File: src/rtl/cesc_pkg.sv
// Shared types, codes and helpers for the C escape decoder.
package cesc_pkg;

  // Result status codes
  localparam logic [1:0] ST_BYTE = 2'd0;
  localparam logic [1:0] ST_DONE = 2'd1;
  localparam logic [1:0] ST_ERR  = 2'd2;

  // Output queue depth and pointer width
  localparam int QDepth = 4;
  localparam int QPtrW  = $clog2(QDepth);
  localparam int QCntW  = $clog2(QDepth + 1);

  // Parser mode, one-hot
  typedef enum logic [6:0] {
    MODE_PLAIN    = 7'b000_0001,
    MODE_ESC      = 7'b000_0010,
    MODE_OCT      = 7'b000_0100,
    MODE_DEC      = 7'b000_1000,
    MODE_HEXSTART = 7'b001_0000,
    MODE_HEX      = 7'b010_0000,
    MODE_ERROR    = 7'b100_0000
  } mode_t;

  // One result item
  typedef struct packed {
    logic [7:0] data;
    logic [1:0] status;
    logic       last;
  } res_t;

  // Results produced by one decode step
  typedef struct packed {
    logic [1:0] cnt;
    res_t       r0;
    res_t       r1;
  } push_t;

  // Hex digit value of a byte; 16 when it is no hex digit
  function automatic logic [4:0] digit_of(input logic [7:0] c);
    logic [4:0] d;
    d = 5'd16;
    if (c >= 8'h30 && c <= 8'h39) d = 5'(c - 8'h30);
    else if (c >= 8'h61 && c <= 8'h66) d = 5'(c - 8'h57);
    else if (c >= 8'h41 && c <= 8'h46) d = 5'(c - 8'h37);
    return d;
  endfunction

endpackage

File: src/rtl/cesc_decode.sv
// Decode step: parser mode and run accumulator, up to two results per byte.
module cesc_decode (
  input  logic           clk,
  input  logic           rst_n,
  input  logic           go,
  input  logic [7:0]     ch,
  input  logic           is_end,
  output cesc_pkg::push_t push
);
  import cesc_pkg::*;

  mode_t      mode_r, mode_nxt;
  logic [7:0] accum_r, accum_nxt;

  logic [4:0] d;
  logic       run_mode, in_radix, flushed;
  mode_t      m2;
  logic       has_t;
  res_t       tr, fr;

  assign d = digit_of(ch);

  // Numeric run: accumulate or flush
  always_comb begin
    run_mode = 1'b0;
    in_radix = 1'b0;
    case (mode_r)
      MODE_OCT: begin
        run_mode = 1'b1;
        in_radix = d < 5'd8;
      end
      MODE_DEC: begin
        run_mode = 1'b1;
        in_radix = d < 5'd10;
      end
      MODE_HEX: begin
        run_mode = 1'b1;
        in_radix = d < 5'd16;
      end
      default: ;
    endcase
  end

  always_comb begin
    mode_nxt = mode_r;
    accum_nxt = accum_r;
    flushed = 1'b0;
    has_t = 1'b0;
    tr = '0;
    fr = '0;
    m2 = mode_r;
    push = '0;

    if (run_mode && !is_end && in_radix) begin
      // digit extends the run
      case (mode_r)
        MODE_OCT: accum_nxt = {accum_r[4:0], 3'b000} + {5'd0, d[2:0]};
        MODE_DEC: accum_nxt = {accum_r[4:0], 3'b000} + {accum_r[6:0], 1'b0}
                              + {4'd0, d[3:0]};
        default:  accum_nxt = {accum_r[3:0], 4'b0000} + {4'd0, d[3:0]};
      endcase
    end else begin
      if (run_mode) begin
        flushed = 1'b1;
        fr.data = accum_r;
        fr.status = ST_BYTE;
        m2 = MODE_PLAIN;
      end

      // Handle the byte in the (possibly flushed) mode
      case (m2)
        MODE_HEXSTART: begin
          if (!is_end && d < 5'd16) begin
            accum_nxt = {4'd0, d[3:0]};
            mode_nxt = MODE_HEX;
          end else begin
            mode_nxt = is_end ? MODE_PLAIN : MODE_ERROR;
            has_t = 1'b1;
            tr.status = ST_ERR;
          end
        end
        MODE_ESC: begin
          mode_nxt = MODE_PLAIN;
          if (is_end) begin
            has_t = 1'b1;
            tr.status = ST_ERR;
          end else begin
            has_t = 1'b1;
            tr.status = ST_BYTE;
            case (ch)
              8'h61: tr.data = 8'h07;  // a
              8'h62: tr.data = 8'h08;  // b
              8'h66: tr.data = 8'h0C;  // f
              8'h6E: tr.data = 8'h0A;  // n
              8'h72: tr.data = 8'h0D;  // r
              8'h74: tr.data = 8'h09;  // t
              8'h76: tr.data = 8'h0B;  // v
              8'h5C, 8'h27, 8'h22, 8'h3F: tr.data = ch;  // quoted chars
              8'h78, 8'h58: begin  // x, X
                has_t = 1'b0;
                mode_nxt = MODE_HEXSTART;
              end
              8'h30: begin  // octal run
                has_t = 1'b0;
                accum_nxt = 8'd0;
                mode_nxt = MODE_OCT;
              end
              default: begin
                if (ch inside {[8'h31:8'h39]}) begin  // decimal run
                  has_t = 1'b0;
                  accum_nxt = {4'd0, d[3:0]};
                  mode_nxt = MODE_DEC;
                end else begin
                  mode_nxt = MODE_ERROR;
                  tr.status = ST_ERR;
                end
              end
            endcase
          end
        end
        MODE_ERROR: begin
          if (is_end) mode_nxt = MODE_PLAIN;
        end
        default: begin
          mode_nxt = MODE_PLAIN;
          if (is_end) begin
            accum_nxt = 8'd0;
            has_t = 1'b1;
            tr.status = ST_DONE;
          end else if (ch == 8'h5C) begin  // backslash
            mode_nxt = MODE_ESC;
          end else if (ch != 8'h22) begin  // bare quote dropped
            has_t = 1'b1;
            tr.data = ch;
            tr.status = ST_BYTE;
          end
        end
      endcase

      // Pack results in order, last flag on the final one
      if (flushed) begin
        push.r0 = fr;
        push.r1 = tr;
        push.cnt = has_t ? 2'd2 : 2'd1;
        if (has_t) push.r1.last = 1'b1;
        else push.r0.last = 1'b1;
      end else begin
        push.r0 = tr;
        push.r0.last = 1'b1;
        push.cnt = has_t ? 2'd1 : 2'd0;
      end
    end

    if (!go) push.cnt = 2'd0;
  end

  // State update on each processed item
  always_ff @(posedge clk) begin
    if (!rst_n) begin
      mode_r <= MODE_PLAIN;
      accum_r <= 8'd0;
    end else if (go) begin
      mode_r <= mode_nxt;
      accum_r <= accum_nxt;
    end
  end

endmodule

File: src/rtl/cesc_outq.sv
// Result queue: takes up to two results a cycle, delivers one per transfer.
module cesc_outq (
  input  logic            clk,
  input  logic            rst_n,
  input  cesc_pkg::push_t push,
  output logic            room,
  output logic            out_valid,
  input  logic            out_stall,
  output cesc_pkg::res_t  out_res
);
  import cesc_pkg::*;

  res_t             q_r [QDepth];
  logic [QPtrW-1:0] wr_ptr_r, wr_ptr_nxt;
  logic [QPtrW-1:0] rd_ptr_r, rd_ptr_nxt;
  logic [QCntW-1:0] count_r, count_nxt;
  logic             pop;
  logic [QPtrW-1:0] wr_ptr_p1;

  // Room for a full two-result push
  assign room = count_r <= QCntW'(QDepth - 2);
  assign out_valid = count_r != '0;
  assign out_res = q_r[rd_ptr_r];
  assign pop = out_valid && !out_stall;
  assign wr_ptr_p1 = wr_ptr_r + 1'b1;

  always_comb begin
    wr_ptr_nxt = wr_ptr_r + QPtrW'(push.cnt);
    rd_ptr_nxt = pop ? rd_ptr_r + 1'b1 : rd_ptr_r;
    count_nxt = count_r + QCntW'(push.cnt) - QCntW'(pop);
  end

  // Entry storage
  always_ff @(posedge clk) begin
    if (push.cnt != 2'd0) q_r[wr_ptr_r] <= push.r0;
    if (push.cnt == 2'd2) q_r[wr_ptr_p1] <= push.r1;
  end

  // Pointers and fill count
  always_ff @(posedge clk) begin
    if (!rst_n) begin
      wr_ptr_r <= '0;
      rd_ptr_r <= '0;
      count_r <= '0;
    end else begin
      wr_ptr_r <= wr_ptr_nxt;
      rd_ptr_r <= rd_ptr_nxt;
      count_r <= count_nxt;
    end
  end

endmodule

File: src/rtl/c_escape_decoder.sv
// Top level of the streaming C escape decoder.
// Takes one source byte per cycle and returns decoded bytes, one end-of-string
// status per string (status 1 ok, 2 parse error) and last on the final result
// of each input byte. An accepted byte waits in the input register until
// the queue has room, is decoded against the mode and run value in a single
// pass, and its results enter a four-entry output queue, which offers the
// oldest result on the output; it transfers when out_stall is low.
// A byte yields zero, one or two results; a byte that yields two occupies the
// output for two transfers, so one byte per cycle is sustained while results
// average at most one per byte and out_stall is low. The input stalls while a
// byte waits in the input register and the queue has under two free entries.
module c_escape_decoder (
  input  logic       clk,
  input  logic       rst_n,
  input  logic       in_valid,
  output logic       in_stall,
  input  logic [7:0] in_ch,
  input  logic       in_is_end,
  output logic       out_valid,
  input  logic       out_stall,
  output logic [7:0] out_byte,
  output logic [1:0] out_status,
  output logic       out_last
);
  import cesc_pkg::*;

  logic       s1_valid_r;
  logic [7:0] s1_ch_r;
  logic       s1_end_r;
  logic       room, go;
  push_t      push;
  res_t       out_res;

  assign go = s1_valid_r && room;
  assign in_stall = s1_valid_r && !room;

  // Input register
  always_ff @(posedge clk) begin
    if (!rst_n) begin
      s1_valid_r <= 1'b0;
    end else if (in_valid && !in_stall) begin
      s1_valid_r <= 1'b1;
    end else if (go) begin
      s1_valid_r <= 1'b0;
    end
  end

  always_ff @(posedge clk) begin
    if (in_valid && !in_stall) begin
      s1_ch_r <= in_ch;
      s1_end_r <= in_is_end;
    end
  end

  cesc_decode u_decode (
    .clk    (clk),
    .rst_n  (rst_n),
    .go     (go),
    .ch     (s1_ch_r),
    .is_end (s1_end_r),
    .push   (push)
  );

  cesc_outq u_outq (
    .clk       (clk),
    .rst_n     (rst_n),
    .push      (push),
    .room      (room),
    .out_valid (out_valid),
    .out_stall (out_stall),
    .out_res   (out_res)
  );

  assign out_byte = out_res.data;
  assign out_status = out_res.status;
  assign out_last = out_res.last;

endmodule

File: config.mk
export PLATFORM = sky130hd
export DESIGN_NAME = c_escape_decoder
export DESIGN_NICKNAME = d
export VERILOG_FILES = /design/src/rtl/cesc_pkg.sv /design/src/rtl/cesc_decode.sv /design/src/rtl/cesc_outq.sv /design/src/rtl/c_escape_decoder.sv
export SDC_FILE = /design/constraint.sdc
export NUM_CORES = 1
export LEC_CHECK = 0
export ABC_CLOCK_PERIOD_IN_PS = 9800
export BUFFER_PORTS_ARGS = -buffer_cell sky130_fd_sc_hd__buf_2
export CORE_MARGIN = 1.5
export CORE_UTILIZATION = 30
export DETAILED_ROUTE_END_ITERATION = 16
export PLACE_DENSITY = 0.51
export SYNTH_ARGS = -nofsm -noshare
export SYNTH_HDL_FRONTEND = slang
export SYNTH_HIERARCHICAL = 1
export SYNTH_SLANG_ARGS = --single-unit
File: constraint.sdc
create_clock -name clk -period 9.8 [get_ports clk]
set_input_delay 1.47 -clock clk [delete_from_list [all_inputs] [get_ports clk]]
set_output_delay 1.47 -clock clk [all_outputs]
set_load 0.005 [all_outputs]
==> metrics.md <==
| Metric | Value |
|---|---|
| Endpoints failing setup | `0` |
| Outcome | `completed` |
| Max Fclk | `~210 MHz` |
| Max incr delay on CP | `0.66 ns` |
| Register area | `2090 um2` |
| First-iteration detailed-routing DRC count | `306` |
| Post-synth EDFFs | `53` |
| Net Count, Synth | `slightly above 500` |
| FILL cells | `approximately 1700` |
| # nets final | `~530` |
| Clk sinks | `78` |
| Top Ports | `26` |
| Cts hold-fix bufs | `0` |
| Gr ovfl total | `0` |
| First-pass detailed-route iteration total | `5` |
| Clk root buf | `clkbuf_16` |
| Distinct cells, synth | `86` |
| Syn_area_per_cell | `~11 um2` |
| Slew Limit Fails | `0` |
| Longest Clk Path Bufs | `2` |
| Worst Path Required | `between 9 and 10 ns` |
| Critical Setup Path Class | `flop to flop` |
| Final Critical Period | `approximately 4.8 ns` |
| Worst-skew pair later-pin latency | `0.34 ns` |
| Multi-input gate area | `2870 um2` |
| Sequential area share after synthesis | `0.404` |
| Final hold violations | `0` |
| Port Buffer Count | `25` |
| Post-synth ARST share | `0` |
| Starting Density | `0.310` |
| Die area | `between 15000 and 20000 um2` |
| DRC viols | `0` |
| Register bit count reported by yosys | `between 70 and 80` |
| CP max-delay cell | `or4b_2` |
| Crit path launch type | `flop` |
| FP Rows | `47` |
| DP Worst Slack | `between 4 and 5 ns` |
| Global-route wire length before repair | `20200 um` |
| Peak VDD IR | `just under 0.00009 V` |
| Top FF cell, synth | `edfxtp_1` |
| CTS tree | `built` |
| Core area | `16700 um2` |
| LEAKAGE | `2.04 nW` |
| Area growth syn-to-layout | `11.7%` |
| Power density over the cells | `166 nW/um2` |
| Cells after Synth | `approximately 480` |
| WL/cell | `17.3 um` |
| Arr. time, crit path | `between 4 and 5 ns` |
| Post-CTS sizing | `0` |
| FF-to-FF End | `u_outq/q_r[2][10]` |
| Vias per inst | `approximately 5.4` |
| Total power | `roughly 0.96 mW` |
| # H-tree levels | `3` |
| Largest cells by area after synthesis | `edfxtp_1, dfxtp_1, mux2_2` |
| Worst setup EP type | `flop` |
| RSZ-0062 raised after global routing | `false` |
| Min-delay worst type | `flop to flop` |
| Cell Chain, Critical Path | `inv_1, ha_1, nand2_1, or4b_2, o2111a_1, nand4_1, a31oi_1, o31a_1, ha_1, and3_1, nand2b_2, nor3b_4, o21bai_1` |
| Initial antenna violation count | `0` |
| Post-Syn Area | `around 5200 um2` |
| Crit-path most repeated cell | `ha_1` |
| Cells after DPL | `700` |
| Share of cells above drive strength 1 | `0.240` |
| Final setup margin | `4.99 ns` |
| Vias in the first global route | `3733` |
| Internal reg-to-reg setup slack | `roughly 5.0 ns` |
| Ys Warns | `6` |
| Post-synth top area share | `0.308` |
| CP Launch Point | `s1_ch_r[0]` |
| Worst-Margin Slew | `approximately 1.3 ns` |
| Final period util | `0.491` |
| CP endpoint | `u_outq/q_r[2][10]` |
| TNS Setup | `0 ns` |
| Via count | `just under 4000` |
| Largest net degree at the start of global routing | `23` |
| FF-to-FF Start | `s1_ch_r[0]` |
| Worst reg2reg path depth | `13` |
| Worst rel slew slack | `0.159` |
| Die extent in y | `about 130 um` |
| Overall routing resource usage | `0.144` |
| Final Core Density | `0.346` |
| Final ANT Viol Nets | `0` |
| Inserted Clock Buffers | `9` |
| Final std cells w/o fill | `approximately 720` |
| Post-synth top area cell | `edfxtp_1` |
| Detailed Place HPWL | `approximately 9000 um` |
| Die X | `approximately 130 um` |
| Routability cong. | `0.819` |
| Reg clk slew, reported paths | `~0.060 ns` |
| Routed wire length | `between 10000 and 15000 um` |
| Max cap viols | `0` |
| # diodes | `0` |
| CP max FO | `12` |
| Postcts setup bufs | `0` |
| Final Skew | `0.00668 ns` |
-- layout make-up --
class,instances,share of cell area
flip-flops and latches,78,0.362
clock inverters,6,0.0162
inverters,20,0.0130
multi-input cells,355,0.497
clock buffers,10,0.0396
repair buffers,27,0.0243
well taps,220,0.0476
-- metrics by stage --
stage / instance area [um2] / hold slack [ns]
floorplan: 5170 / 0.445
global placement: 5460 / 0.470
detailed placement: 5460 / 0.482
CTS: 5780 / 0.492
global route: 5780 / 0.523
finish: 5780 / 0.490
-- state kept, by name (all words and copies together), names as in the netlist, named ones only --
register          flops
u_outq/q_r           44
s1_ch_r               8
u_decode/accum_r      8
u_decode/mode_r       7
u_outq/count_r        3
u_outq/rd_ptr_r       2
u_outq/wr_ptr_r       2
s1_end_r              1
s1_valid_r            1
-- metal layers --
metal	wire, um	GRT usage	up-vias	part of all wire
li1	-	-	1848	-
met1	6110	0.195	1887	0.49
met2	5610	0.232	100	0.45
met3	500	0.0310	19	0.040
met4	186	0.0370	0	0.015
met5	0	0	-	0
-- cell usage in the layout (no fill, tap or decap), types with 9 or more instances in the layout --
cell	n
mux4_2	11
dfxtp_1	25
inv_1	19
xnor2_1	9
nor2_1	31
a21oi_1	21
buf_2	25
mux2_2	44
nor3_1	9
edfxtp_1	53
nand3_1	16
o21ai_0	18
and2_1	9
o22ai_1	11
nand2_1	31
clkbuf_16	9
ha_1	21
-- report_power, final --
group	switching [mW]	leakage (nW)	internal [mW]
clock network	0.138	0.154	0.225
logic	0.0907	1.20	0.0935
registers	0.0345	0.692	0.380
-- synthesized netlist by cell type (all sizes together), types with 4 or more instances --
cell type and count:
mux2 45, nand3 17, and3 8, buf 17, a21oi 21, and2 9
nand4 4, clkbuf 7, nand2b 9, mux4 11, o21ai 21, ha 21
nor2 32, edfxtp 53, inv 19, nand2 33, a31oi 7, o22ai 11
nor3 11, o21bai 4, nor2b 7, dfxtp 25, xnor2 9
-- how the worst min path moves through the flow --
stage,start,to,cells after the start
finish,u_decode/accum_r[5],u_decode/accum_r[5],2
global route,u_decode/accum_r[5],u_decode/accum_r[5],2
CTS,u_decode/accum_r[7],u_decode/accum_r[7],2
detailed placement,u_decode/accum_r[7],u_decode/accum_r[7],2
global placement,u_outq/rd_ptr_r[1],u_outq/rd_ptr_r[1],2
floorplan,u_outq/rd_ptr_r[1],flop,2
-- logic make-up (layout without fill, tap and decap cells) --
group / Yosys count / in the layout / share of synthesized area
muxes: 59 / 59 / 0.152
other: 1 / 1 / 0.000725
buffers and inverters: 44 / 63 / 0.0402
adders and majority gates: 23 / 23 / 0.0585
DFF: 78 / 78 / 0.404
xor gates and xnor gates: 12 / 12 / 0.0203
AOI/OAI and AO/OA: 110 / 110 / 0.159
and+or+nand+nor: 150 / 150 / 0.165
-- critical path: cells and delay by family (launching register included) --
kind / cells / cell delay (ns)
fa+ha+maj: 2 / 0.55
simple gates: 6 / 2.00
buf+inv: 1 / 0.14
flops: 1 / 0.52
compound gates: 4 / 1.19
Note: power is estimated with default switching activity, not from simulation.
